<file path="config.mk">
export PLATFORM = sky130hd
export DESIGN_NAME = timer_event_scheduler_flat
export DESIGN_NICKNAME = d
export VERILOG_FILES = /design/src/rtl/tes_pkg.sv /design/src/rtl/tes_req_if.sv /design/src/rtl/tes_res_if.sv /design/src/rtl/tes_ram.sv /design/src/rtl/timer_event_scheduler.sv /design/src/flat_wrapper.sv
export SDC_FILE = /design/constraint.sdc
export NUM_CORES = 2
export LEC_CHECK = 0
export ABC_AREA = 1
export BUFFER_PORTS_ARGS = -buffer_cell sky130_fd_sc_hd__buf_2
export CORE_UTILIZATION = 30
export CTS_BUF_LIST = sky130_fd_sc_hd__clkbuf_4 sky130_fd_sc_hd__clkbuf_8
export DETAILED_ROUTE_END_ITERATION = 12
export SLEW_MARGIN = 40
export SYNTH_ARGS = -nofsm -noshare
export SYNTH_HDL_FRONTEND = slang
export SYNTH_HIERARCHICAL = 1
export SYNTH_SLANG_ARGS = --single-unit
</file>
<file path="constraint.sdc">
create_clock -name clk -period 22.1 [get_ports clk]
set_clock_uncertainty 0.05 [all_clocks]
set_input_delay 2.21 -clock clk [delete_from_list [all_inputs] [get_ports clk]]
set_output_delay 2.21 -clock clk [all_outputs]
set_load 0.05 [all_outputs]
</file>
<file path="src/rtl/tes_pkg.sv">
`default_nettype none
package tes_pkg;
  localparam int QUEUE_DEPTH = 16;
  localparam int MAX_RESULTS = 16;
  localparam int CNT_W = $clog2(MAX_RESULTS + 1);
  localparam int CFG_AW = 3;

  localparam logic [1:0] REQ_REGISTER = 2'd0;
  localparam logic [1:0] REQ_REMOVE   = 2'd1;
  localparam logic [1:0] REQ_TICK     = 2'd2;

  localparam logic [2:0] KIND_REGISTERED    = 3'd0;
  localparam logic [2:0] KIND_FIRED         = 3'd1;
  localparam logic [2:0] KIND_REMOVED       = 3'd2;
  localparam logic [2:0] KIND_REMOVE_FAIL   = 3'd3;
  localparam logic [2:0] KIND_REGISTER_FAIL = 3'd4;

  localparam logic [CFG_AW-1:0] ADDR_EARLY_WINDOW = 3'd0;
  localparam logic [15:0] EARLY_WINDOW_RESET = 16'd1000;
endpackage
`default_nettype wire

</file>
<file path="src/rtl/tes_req_if.sv">
`default_nettype none
interface tes_req_if;
  logic        valid;
  logic        ready;
  logic [1:0]  req_type;
  logic [47:0] delay_us;
  logic        repeat_req;
  logic [31:0] timer_id;
  modport source (output valid, req_type, delay_us, repeat_req, timer_id, input ready);
  modport sink (input valid, req_type, delay_us, repeat_req, timer_id, output ready);
endinterface
`default_nettype wire

</file>
<file path="src/rtl/tes_res_if.sv">
`default_nettype none
interface tes_res_if;
  logic        valid;
  logic        ready;
  logic [2:0]  result_kind;
  logic [31:0] event_id;
  logic        last;
  modport source (output valid, result_kind, event_id, last, input ready);
  modport sink (input valid, result_kind, event_id, last, output ready);
endinterface
`default_nettype wire

</file>
<file path="src/rtl/tes_ram.sv">
`default_nettype none
module tes_ram #(
  parameter int WIDTH = 32,
  parameter int DEPTH = 16
) (
  input  wire logic                     clk,
  input  wire logic                     we,
  input  wire logic [$clog2(DEPTH)-1:0] waddr,
  input  wire logic [WIDTH-1:0]         wdata,
  input  wire logic [$clog2(DEPTH)-1:0] raddr,
  output logic      [WIDTH-1:0]         rdata
);
  logic [WIDTH-1:0] mem [DEPTH];

  always_ff @(posedge clk) begin
    if (we) begin
      mem[waddr] <= wdata;
    end
    rdata <= mem[raddr];
  end
endmodule
`default_nettype wire

</file>
<file path="src/rtl/timer_event_scheduler.sv">
`default_nettype none
// Timer event scheduler: deadline-ordered queue of one-shot and repeating events.
// in_chan (valid/ready) carries requests: register, remove, or a one microsecond
// tick. out_chan (valid/ready) returns results; last marks the final result of a
// request. A tick with nothing due returns nothing. early_window is written over
// the APB port at byte address 0 and read back there.
// One request is handled at a time; in_chan.ready is high only while idle.
// Every search walks the queue once through the slot RAMs, one slot per cycle,
// then evaluates. A register or remove request has its result after one such
// pass; an immediate-fire register skips the search and returns its fired
// result, then its registered result. A tick takes one pass per fired event plus
// one final pass, unless the fire limit of MAX_RESULTS ends it first.
// Results go out through one output register; while the receiver stalls the
// sequencer waits with the next result held.
// Reset (rst_n low, synchronous) empties the queue, clears time, sets the next
// id to 1 and the window to 1000.
module timer_event_scheduler #(
  parameter int QUEUE_DEPTH = tes_pkg::QUEUE_DEPTH
) (
  input  wire logic                      clk,
  input  wire logic                      rst_n,
  tes_req_if.sink                        in_chan,
  tes_res_if.source                      out_chan,
  input  wire logic                      psel,
  input  wire logic                      penable,
  input  wire logic                      pwrite,
  input  wire logic [tes_pkg::CFG_AW-1:0] paddr,
  input  wire logic [31:0]               pwdata,
  output logic      [31:0]               prdata,
  output logic                           pready
);
  localparam int IW = $clog2(QUEUE_DEPTH);
  localparam int INFO_W = 1 + 48 + 32;

  typedef enum logic [2:0] {
    S_IDLE, S_SCAN, S_SCAN_END, S_EVAL, S_EMIT, S_IMM, S_TNEXT
  } state_t;

  state_t state_r, ret_r;
  logic [QUEUE_DEPTH-1:0] valid_r, seen_r;
  logic [63:0] now_r, limit_r;
  logic [31:0] next_id_r;
  logic [15:0] window_r;

  logic [1:0]  req_r;
  logic [47:0] delay_r;
  logic        rep_r;
  logic [31:0] tid_r;

  logic [IW-1:0] scan_idx_r, pend_idx_r, best_idx_r;
  logic          pend_r, found_r;
  logic [63:0]   best_dl_r;
  logic [31:0]   best_id_r;
  logic          best_rep_r;
  logic [47:0]   best_per_r;
  logic [tes_pkg::CNT_W-1:0] cnt_r;
  logic          have_pend_r;
  logic [31:0]   pend_id_r;

  logic [2:0]  res_kind_r;
  logic [31:0] res_id_r;
  logic        res_last_r;
  logic        out_valid_r;
  logic [2:0]  out_kind_r;
  logic [31:0] out_id_r;
  logic        out_last_r;

  logic          dl_we, info_we;
  logic [IW-1:0] dl_waddr;
  logic [63:0]   dl_wdata, rd_dl;
  logic [INFO_W-1:0] info_wdata, rd_info;
  logic [31:0]   rd_id, id_inc;
  logic          hit, tick_ok;
  logic [63:0]   q_deadline, rq_deadline;

  assign rd_id = rd_info[31:0];
  assign id_inc = (next_id_r + 32'd1 == 32'd0) ? 32'd1 : next_id_r + 32'd1;
  assign q_deadline = now_r + {16'd0, delay_r};
  assign rq_deadline = now_r + {16'd0, best_per_r};

  always_comb begin
    hit = 1'b0;
    unique case (req_r)
      tes_pkg::REQ_REGISTER: hit = !valid_r[pend_idx_r] && !found_r;
      tes_pkg::REQ_REMOVE:   hit = valid_r[pend_idx_r] && !found_r && tid_r != 32'd0
                                   && rd_id == tid_r;
      default:               hit = valid_r[pend_idx_r] && !seen_r[pend_idx_r]
                                   && (!found_r || rd_dl < best_dl_r);
    endcase
  end

  assign tick_ok = found_r && best_dl_r <= limit_r && (cnt_r != '0 || best_dl_r <= now_r);

  always_comb begin
    dl_we = 1'b0;
    info_we = 1'b0;
    dl_waddr = best_idx_r;
    dl_wdata = q_deadline;
    info_wdata = {rep_r, delay_r, next_id_r};
    if (state_r == S_EVAL) begin
      if (req_r == tes_pkg::REQ_REGISTER && found_r) begin
        dl_we = 1'b1;
        info_we = 1'b1;
      end else if (req_r == tes_pkg::REQ_TICK && tick_ok && best_rep_r) begin
        dl_we = 1'b1;
        dl_wdata = rq_deadline;
      end
    end
  end

  tes_ram #(.WIDTH(64), .DEPTH(QUEUE_DEPTH)) u_dl_ram (
    .clk(clk), .we(dl_we), .waddr(dl_waddr), .wdata(dl_wdata),
    .raddr(scan_idx_r), .rdata(rd_dl)
  );

  tes_ram #(.WIDTH(INFO_W), .DEPTH(QUEUE_DEPTH)) u_info_ram (
    .clk(clk), .we(info_we), .waddr(dl_waddr), .wdata(info_wdata),
    .raddr(scan_idx_r), .rdata(rd_info)
  );

  assign in_chan.ready = (state_r == S_IDLE);
  assign out_chan.valid = out_valid_r;
  assign out_chan.result_kind = out_kind_r;
  assign out_chan.event_id = out_id_r;
  assign out_chan.last = out_last_r;
  assign pready = 1'b1;
  assign prdata = (paddr == tes_pkg::ADDR_EARLY_WINDOW) ? {16'd0, window_r} : 32'd0;

  always_ff @(posedge clk) begin
    if (!rst_n) begin
      state_r <= S_IDLE;
      ret_r <= S_IDLE;
      valid_r <= '0;
      seen_r <= '0;
      now_r <= 64'd0;
      next_id_r <= 32'd1;
      window_r <= tes_pkg::EARLY_WINDOW_RESET;
      out_valid_r <= 1'b0;
      pend_r <= 1'b0;
      found_r <= 1'b0;
      have_pend_r <= 1'b0;
      cnt_r <= '0;
      scan_idx_r <= '0;
    end else begin
      if (psel && penable && pwrite && paddr == tes_pkg::ADDR_EARLY_WINDOW) begin
        window_r <= pwdata[15:0];
      end
      if (out_chan.ready && state_r != S_EMIT) begin
        out_valid_r <= 1'b0;
      end
      if ((state_r == S_SCAN || state_r == S_SCAN_END) && pend_r && hit) begin
        found_r <= 1'b1;
        best_idx_r <= pend_idx_r;
        best_dl_r <= rd_dl;
        best_id_r <= rd_id;
        best_rep_r <= rd_info[INFO_W-1];
        best_per_r <= rd_info[79:32];
      end
      unique case (state_r)
        S_IDLE: begin
          if (in_chan.valid) begin
            req_r <= in_chan.req_type;
            delay_r <= in_chan.delay_us;
            rep_r <= in_chan.repeat_req;
            tid_r <= in_chan.timer_id;
            scan_idx_r <= '0;
            pend_r <= 1'b0;
            found_r <= 1'b0;
            unique case (in_chan.req_type)
              tes_pkg::REQ_REGISTER: begin
                if (in_chan.delay_us < {32'd0, window_r}) begin
                  res_kind_r <= tes_pkg::KIND_FIRED;
                  res_id_r <= next_id_r;
                  res_last_r <= 1'b0;
                  pend_id_r <= next_id_r;
                  next_id_r <= id_inc;
                  ret_r <= S_IMM;
                  state_r <= S_EMIT;
                end else begin
                  state_r <= S_SCAN;
                end
              end
              tes_pkg::REQ_REMOVE: state_r <= S_SCAN;
              tes_pkg::REQ_TICK: begin
                now_r <= now_r + 64'd1;
                seen_r <= '0;
                cnt_r <= '0;
                have_pend_r <= 1'b0;
                state_r <= S_SCAN;
              end
              default: state_r <= S_IDLE;
            endcase
          end
        end
        S_SCAN: begin
          limit_r <= now_r + {48'd0, window_r};
          pend_r <= 1'b1;
          pend_idx_r <= scan_idx_r;
          scan_idx_r <= scan_idx_r + IW'(1);
          if (scan_idx_r == IW'(QUEUE_DEPTH - 1)) begin
            state_r <= S_SCAN_END;
          end
        end
        S_SCAN_END: begin
          pend_r <= 1'b0;
          state_r <= S_EVAL;
        end
        S_EVAL: begin
          unique case (req_r)
            tes_pkg::REQ_REGISTER: begin
              res_last_r <= 1'b1;
              ret_r <= S_IDLE;
              state_r <= S_EMIT;
              if (found_r) begin
                valid_r[best_idx_r] <= 1'b1;
                res_kind_r <= tes_pkg::KIND_REGISTERED;
                res_id_r <= next_id_r;
                next_id_r <= id_inc;
              end else begin
                res_kind_r <= tes_pkg::KIND_REGISTER_FAIL;
                res_id_r <= 32'd0;
              end
            end
            tes_pkg::REQ_REMOVE: begin
              res_last_r <= 1'b1;
              ret_r <= S_IDLE;
              state_r <= S_EMIT;
              if (found_r) begin
                valid_r[best_idx_r] <= 1'b0;
                res_kind_r <= tes_pkg::KIND_REMOVED;
                res_id_r <= tid_r;
              end else begin
                res_kind_r <= tes_pkg::KIND_REMOVE_FAIL;
                res_id_r <= 32'd0;
              end
            end
            default: begin
              if (tick_ok) begin
                seen_r[best_idx_r] <= 1'b1;
                if (!best_rep_r) begin
                  valid_r[best_idx_r] <= 1'b0;
                end
                cnt_r <= cnt_r + tes_pkg::CNT_W'(1);
                have_pend_r <= 1'b1;
                pend_id_r <= best_id_r;
                if (have_pend_r) begin
                  res_kind_r <= tes_pkg::KIND_FIRED;
                  res_id_r <= pend_id_r;
                  res_last_r <= 1'b0;
                  ret_r <= S_TNEXT;
                  state_r <= S_EMIT;
                end else begin
                  state_r <= S_TNEXT;
                end
              end else if (have_pend_r) begin
                res_kind_r <= tes_pkg::KIND_FIRED;
                res_id_r <= pend_id_r;
                res_last_r <= 1'b1;
                ret_r <= S_IDLE;
                state_r <= S_EMIT;
              end else begin
                state_r <= S_IDLE;
              end
            end
          endcase
        end
        S_TNEXT: begin
          if (cnt_r == tes_pkg::CNT_W'(tes_pkg::MAX_RESULTS)) begin
            res_kind_r <= tes_pkg::KIND_FIRED;
            res_id_r <= pend_id_r;
            res_last_r <= 1'b1;
            ret_r <= S_IDLE;
            state_r <= S_EMIT;
          end else begin
            scan_idx_r <= '0;
            pend_r <= 1'b0;
            found_r <= 1'b0;
            state_r <= S_SCAN;
          end
        end
        S_IMM: begin
          res_kind_r <= tes_pkg::KIND_REGISTERED;
          res_id_r <= pend_id_r;
          res_last_r <= 1'b1;
          ret_r <= S_IDLE;
          state_r <= S_EMIT;
        end
        S_EMIT: begin
          if (!out_valid_r || out_chan.ready) begin
            out_valid_r <= 1'b1;
            out_kind_r <= res_kind_r;
            out_id_r <= res_id_r;
            out_last_r <= res_last_r;
            state_r <= ret_r;
          end
        end
        default: state_r <= S_IDLE;
      endcase
    end
  end
endmodule
`default_nettype wire
</file>
<file path="src/flat_wrapper.sv">
// flat-port wrapper written by rule: the top's interface ports become plain ports
module timer_event_scheduler_flat 
#(
  parameter int QUEUE_DEPTH = tes_pkg::QUEUE_DEPTH
)
  (clk, rst_n, psel, penable, pwrite, paddr, pwdata, prdata, pready, in_chan_valid, in_chan_req_type, in_chan_delay_us, in_chan_repeat_req, in_chan_timer_id, in_chan_ready, out_chan_valid, out_chan_result_kind, out_chan_event_id, out_chan_last, out_chan_ready);
  tes_req_if in_chan_i ();
  tes_res_if out_chan_i ();
  input  wire logic clk;
  input  wire logic rst_n;
  input  wire logic psel;
  input  wire logic penable;
  input  wire logic pwrite;
  input  wire logic [tes_pkg::CFG_AW-1:0] paddr;
  input  wire logic [31:0] pwdata;
  output logic      [31:0] prdata;
  output logic pready;
  input wire logic [$bits(in_chan_i.valid)-1:0] in_chan_valid;
  input wire logic [$bits(in_chan_i.req_type)-1:0] in_chan_req_type;
  input wire logic [$bits(in_chan_i.delay_us)-1:0] in_chan_delay_us;
  input wire logic [$bits(in_chan_i.repeat_req)-1:0] in_chan_repeat_req;
  input wire logic [$bits(in_chan_i.timer_id)-1:0] in_chan_timer_id;
  output wire logic [$bits(in_chan_i.ready)-1:0] in_chan_ready;
  output wire logic [$bits(out_chan_i.valid)-1:0] out_chan_valid;
  output wire logic [$bits(out_chan_i.result_kind)-1:0] out_chan_result_kind;
  output wire logic [$bits(out_chan_i.event_id)-1:0] out_chan_event_id;
  output wire logic [$bits(out_chan_i.last)-1:0] out_chan_last;
  input wire logic [$bits(out_chan_i.ready)-1:0] out_chan_ready;
  assign in_chan_i.valid = in_chan_valid;
  assign in_chan_i.req_type = in_chan_req_type;
  assign in_chan_i.delay_us = in_chan_delay_us;
  assign in_chan_i.repeat_req = in_chan_repeat_req;
  assign in_chan_i.timer_id = in_chan_timer_id;
  assign in_chan_ready = in_chan_i.ready;
  assign out_chan_valid = out_chan_i.valid;
  assign out_chan_result_kind = out_chan_i.result_kind;
  assign out_chan_event_id = out_chan_i.event_id;
  assign out_chan_last = out_chan_i.last;
  assign out_chan_i.ready = out_chan_ready;
  timer_event_scheduler #(.QUEUE_DEPTH(QUEUE_DEPTH)) u_core (.clk(clk), .rst_n(rst_n), .in_chan(in_chan_i), .out_chan(out_chan_i), .psel(psel), .penable(penable), .pwrite(pwrite), .paddr(paddr), .pwdata(pwdata), .prdata(prdata), .pready(pready));
endmodule
</file>
After elaboration in Yosys (flattened, before gate mapping)
Memory sizes are Yosys's and may differ from the RTL's. A register that Yosys moved wholly into a read port is not among the register bits.
Index checks and enable logic that the tools add are counted.
- bits in registers: 567
- memory bits (writable): 2320
- input bits: 125
- output and inout bits: 71
- word-level logic and storage cells: 247
- memories kept: 2
- memories (name ; words ; bits a word ; rd ports ; clocked after Yosys merged registers in ; wr ports ; RTL line ; source):
    u_core.u_info_ram.mem ; 16 ; 81 ; 1 ; 1 ; 1 ; tes_ram.sv:13 ; logic [WIDTH-1:0] mem [DEPTH];
    u_core.u_dl_ram.mem ; 16 ; 64 ; 1 ; 1 ; 1 ; tes_ram.sv:13 ;
- add/subtract/negate cells: 7
- order comparisons: 7
- equality and inequality tests: 31
- mux-type cells: 110
- bitwise operators: 4
- reduce and logical (&&, ||, !) cells: 55
- operators with widths (cell ; number):
    $mux W32 ; 15
    $mux W64 ; 3
    $pmux W32 S2 ; 3
    $mux W16 ; 9
    $add A64 B48 Y64 ; 2
    $le A64 B64 Y1 ; 2
    $pmux W32 S4 ; 1
    $mux W3 ; 22
    $add A64 B1 Y64 const B ; 1
    $add A64 B16 Y64 ; 1
    $lt A64 B64 Y1 ; 1
    $pmux W16 S2 ; 2
    $lt A48 B16 Y1 ; 1
    $mux W1 ; 33
    $add A32 B1 Y32 const B ; 1
    $eq A32 B32 Y1 ; 1
    $logic_not A32 Y1 ; 1
    $or A16 B16 Y16 ; 2
    $reduce_bool A32 Y1 ; 1
    $pmux W3 S4 ; 2
    $pmux W3 S7 ; 1
    $reduce_and A7 Y1 ; 3
    $mux W5 ; 4
    $logic_and A1 B1 Y1 ; 18
    other kinds (40) ; 84

Logic depth before layout (Yosys ltp)
- word-level depth: 10
- depth in mapped cells: 25
- depth with buffers taken out: 24

Hierarchy
Netlist, hierarchy kept.
- by module, submodules not included (module ; times used ; cells an instance ; area each (um^2) ; seq. area each (um^2)):
    tes_ram (u_core.u_info_ram) ; 1 ; 5319 ; 57322.5 ; 40538.9
    tes_ram (u_core.u_dl_ram) ; 1 ; 4210 ; 45158.3 ; 32030.7
    timer_event_scheduler ; 1 ; 4647 ; 37462.2 ; 15394.8

Worst setup path before layout
No wires, ideal clock.
- path type: input to register
- start: in rst_n
- end: reg u_core.best_dl_r[0], enable pin
- arrival time: 9.184 ns
- data required time: 21.390 ns
- slack: 12.206 ns
- cell stages on the path: 5
- path through: clkbuf_1 > inv_2 > clkbuf_1 > clkbuf_1 > nor2_1
- longest elaborated chain between the ends: 1
- RTL lines (item ; RTL line ; source):
    start: declaration ; flat_wrapper.sv:10 ; input wire logic rst_n;
    $reduce_and A2 Y1 (no source line) ; - ;
    end signal: assignment ; timer_event_scheduler.sv:154 ; best_dl_r <= rd_dl;
    end: declaration ; timer_event_scheduler.sv:52 ; logic [63:0] best_dl_r;
No other way between the ends.
A chain may end at the register's enable or synchronous reset.

Worst setup path after layout
- start: reg u_core.now_r[30]
- end: mem u_core.u_dl_ram.mem[18][54] (netlist: u_core/u_dl_ram/mem[9][54]), enable pin
- longest elaborated chain between the ends: 10
- RTL lines (item ; RTL line ; source):
    start: declaration ; timer_event_scheduler.sv:41 ; logic [63:0] now_r, limit_r;
    start signal: assignment ; timer_event_scheduler.sv:185 ; now_r <= now_r + 64'd1;
    $le A64 B64 Y1 ; timer_event_scheduler.sv:92 ; assign tick_ok = found_r && best_dl_r <= limit_r && (cnt_r != '0 || best_dl_r <= now_r);
    $logic_or A1 B1 Y1 ; timer_event_scheduler.sv:92 ;
    $logic_and A1 B1 Y1 ; timer_event_scheduler.sv:92 ;
    $logic_and A1 B1 Y1 (2 in series) ; timer_event_scheduler.sv:104 ; end else if (req_r == tes_pkg::REQ_TICK && tick_ok && best_rep_r) begin
    $mux W1 ; timer_event_scheduler.sv:104 ;
    $mux W1 ; timer_event_scheduler.sv:101 ; if (req_r == tes_pkg::REQ_REGISTER && found_r) begin
    $mux W1 ; timer_event_scheduler.sv:100 ; if (state_r == S_EVAL) begin
    named net u_core.dl_we ; timer_event_scheduler.sv:68 ; logic dl_we, info_we;
    $mux W1 ; tes_ram.sv:16 ; if (we) begin
    $mux W1 (not written as such) ; tes_ram.sv:17 ; mem[waddr] <= wdata;
    end: declaration ; tes_ram.sv:13 ;
The timed path passes the listed nets, and every way through them passes these cells.

==> flow_summary_export.csv <==
group,metric,value,unit
outcome,status,"completed",
floorplanning,core,463900,um2
yosys,synth_ff_type,"edfxtp_1",
yosys,syn_area,139900,um2
clock_tree,cts_buffer_depth,4,
detailed_routing,wl_per_cell,20.20,um
finish,multi_input_area,40200,um2
finish,fillers,46220,
clock_tree,cts.sinks,3032,
timing,min_period_over_period,30.98,%
yosys,synth-seq-cells,3032,
setup_path,cp.arrival,7.46,ns
job,max-cap-violations,0,
yosys,async_flop_share,0,%
placement,placement.io_buffers,162,
yosys,synth_top_area_cell,"edfxtp_1",
setup_path,cp-start-kind,"flop",
timing,fin_hold_ws,0.3250,ns
floorplanning,initial_core_util,30.17,%
detailed_routing,drt-pass1-iter-count,6,
grt,grt_overflow,0,
clock_tree,root_buffer,"clkbuf_8",
setup_path,crit_type,"flop to flop",
grt,grt_max_degree,219,
timing,tightest_slew,0.9962,ns
timing,hold_viol_final,0,
finish,area_delta_synth_final,13.22,%
finish,register_area,87990,um2
timing,min_period,6.846,ns
clock_tree,cts_tree,"done",
power,ir_worst_vdd,0.00005369,V
placement,pre_cts_ws,15.34,ns
timing,rsz0062_at_grt,"no",
timing,setup_violations,0,
yosys,synthDistinctLibCells,60,
yosys,ys_seq_area_share,62.86,%
grt,grtUsageTotal,17.48,%
setup_path,worst_path_largest_cell_delay,0.74,ns
grt,grt_antenna_before_repair,25,
setup_path,path_max_fanout,43,
placement,hpwl,264900,um
power,power.density,79.05,nW/um2
yosys,avgSynthCellArea,9.872,um2
clock_tree,clk_latency,1.15,ns
timing,clock.fmax,146.1,MHz
timing,slew_violations,0,
floorplanning,fp.dieH,685.0,um
detailed_routing,drc,0,
grt,grt_pass1_vias,93750,
floorplanning,core.rowCount,250,
detailed_routing,postRouteWirelength,425300,um
clock_tree,post_cts_buffers,0,
floorplanning,io_pins,196,
floorplanning,fp.dieW,685.0,um
finish,drive_gt1_share,8.986,%
detailed_routing,first_iter_violations,9349,
finish,layout.nets,14910,
clock_tree,clk_pin_slew,0.07,ns
yosys,yosys_warnings,6,
floorplanning,dieArea,469200,um2
setup_path,slowest_stage,"nor3_1",
yosys,synth_cells,14180,
yosys,synth_enable_flop_cells,2724,
clock_tree,hold_buffers,0,
placement,gp_congestion,1.006,
detailed_routing,postRouteAntennaNets,0,
detailed_routing,vias_per_cell,4.723,
setup_path,timing.critical_path.mode_cell,"buf_4",
yosys,synthTopCellsByArea,"edfxtp_1 (58%), nand2_1 (11%), nand3_1 (6.8%)",
power,p_leak,65.05,nW
setup_path,path_cells,"clkinv_1 > ha_1 > nand2_1 > nor2_1 > and2_1 > nand3_1 > nor3_1 > nor2_1 > nand2_1 > nand3_2 > nor2_4 > nand3_2 > buf_4 > o21ai_0 > nand3b_1 > nor2_4 > buf_4 > buf_4",
clock_tree,cts_resized,0,
timing,relSlewSlack,33.51,%
timing,fin_setup_tns,0,ns
hold_path,worst_hold_path_type,"flop to flop",
grt,grt_pass1_wl,618600,um
yosys,synth_common_cells,"nand2_1 (3949), edfxtp_1 (2724), inv_1 (2347)",
setup_path,critPathCaptureType,"flop",
clock_tree,cts_buffers,478,
yosys,synth_top_area_share,58.45,%
yosys,synth.most_common_cell,"nand2_1",
timing,setup_slack,15.25,ns
setup_path,crit_required,22.72,ns
clock_tree,cts-htree-levels,5,
detailed_routing,vias,99440,
## metrics by stage
stage | utilization (%) | std cells | power [mW] | cell area (um2)
detailed placement | 31.81 | 20140 | 7.449 | 147600
floorplan | - | 14190 | 7.180 | 140000
global placement | 31.66 | 20120 | 7.434 | 146900
CTS | 34.08 | 21030 | 12.61 | 158100
finish | 34.16 | 21060 | 12.53 | 158400
global route | 34.15 | 21050 | 12.96 | 158400
## where the power goes
part	leakage, nW	internal, mW	switching, mW
sequential	26.7	6.32	0.0958
combinational	32.8	0.257	0.674
clock	5.53	2.89	2.29
total	65.0	9.46	3.06
## flip-flops by register name, summed over array words and instances (netlist names), 4 cells and up, named ones only
register / count
u_core/now_r: 64
u_core/seen_r: 16
u_core/best_idx_r: 4
u_core/res_id_r: 32
u_core/window_r: 16
u_core/limit_r: 64
u_core/scan_idx_r: 4
u_core/u_dl_ram/rdata: 64
u_core/best_dl_r: 64
u_core/best_per_r: 48
u_core/u_info_ram/rdata: 81
u_core/pend_idx_r: 4
u_core/pend_id_r: 32
u_core/next_id_r: 32
u_core/delay_r: 48
u_core/u_info_ram/mem: 1296
u_core/best_id_r: 32
u_core/u_dl_ram/mem: 1024
u_core/tid_r: 32
u_core/out_chan.event_id: 32
u_core/cnt_r: 5
## critical path: cells and delay by family (launching register included)
kind / cells / cell delay, ns
simple gates: 12 / 2.97
buf+inv: 4 / 1.98
flops: 1 / 0.50
fa+ha+maj: 1 / 0.43
compound gates: 1 / 0.31
## worst paths after layout
path              slack (ns)                    endpoint  cells after the start                         from
hold / removal          0.32       u_core/best_per_r[21]                      0  u_core/u_info_ram/rdata[53]
hold reg to reg         0.32       u_core/best_per_r[21]                      0  u_core/u_info_ram/rdata[53]
setup reg to reg       15.25  u_core/u_dl_ram/mem[9][54]                     18             u_core/now_r[30]
setup / recovery       15.25  u_core/u_dl_ram/mem[9][54]                     18             u_core/now_r[30]
## routing by layer
metal | track usage [%] | wire, um | vias up
met1 | 22.66 | 176500 | 47850
met3 | 2.550 | 28450 | 748
li1 | - | - | 47190
met2 | 29.01 | 200600 | 3649
met5 | 0 | 15 | -
met4 | 7.728 | 19720 | 2
## kinds of logic after synthesis
group	synth area share (%)
compound gates	3.683
fa+ha+maj	2.958
other cells	0.005366
simple gates	20.10
mux	0.06438
xor+xnor	1.471
buf+inv	8.864
flops	62.86
## layout make-up
type                    instances  area share (%)
flip-flops and latches       3032           55.53
multi-input cells            8196           25.37
inverters                    2380           5.693
clock buffers                 720           5.583
well taps                    6174           4.876
repair buffers                368           1.857
clock inverters               171           1.065
diodes                         14         0.02211
## cells in the final DEF, fill, tap and decap left out, types with 12 or more instances in the layout
cell,n
a21boi_0,13
a21o_1,19
a21oi_1,435
a31oi_1,30
buf_16,13
buf_2,161
buf_4,142
buf_6,33
bufinv_16,27
clkbuf_4,170
clkbuf_8,550
clkinv_1,72
clkinv_2,47
clkinvlp_4,20
conb_1,17
dfxtp_1,299
diode_2,14
edfxtp_1,2724
ha_1,326
inv_1,2345
nand2_1,3943
nand3_1,1911
nand4_1,79
nor2_1,472
nor2_4,38
nor3_1,106
nor4_1,58
o211ai_1,12
o21a_1,25
o21ai_0,281
o21ai_1,18
o21ai_4,12
o21bai_1,19
o221ai_1,31
xnor2_1,48
xor2_1,187
Note: power is estimated with default switching activity, not from simulation.
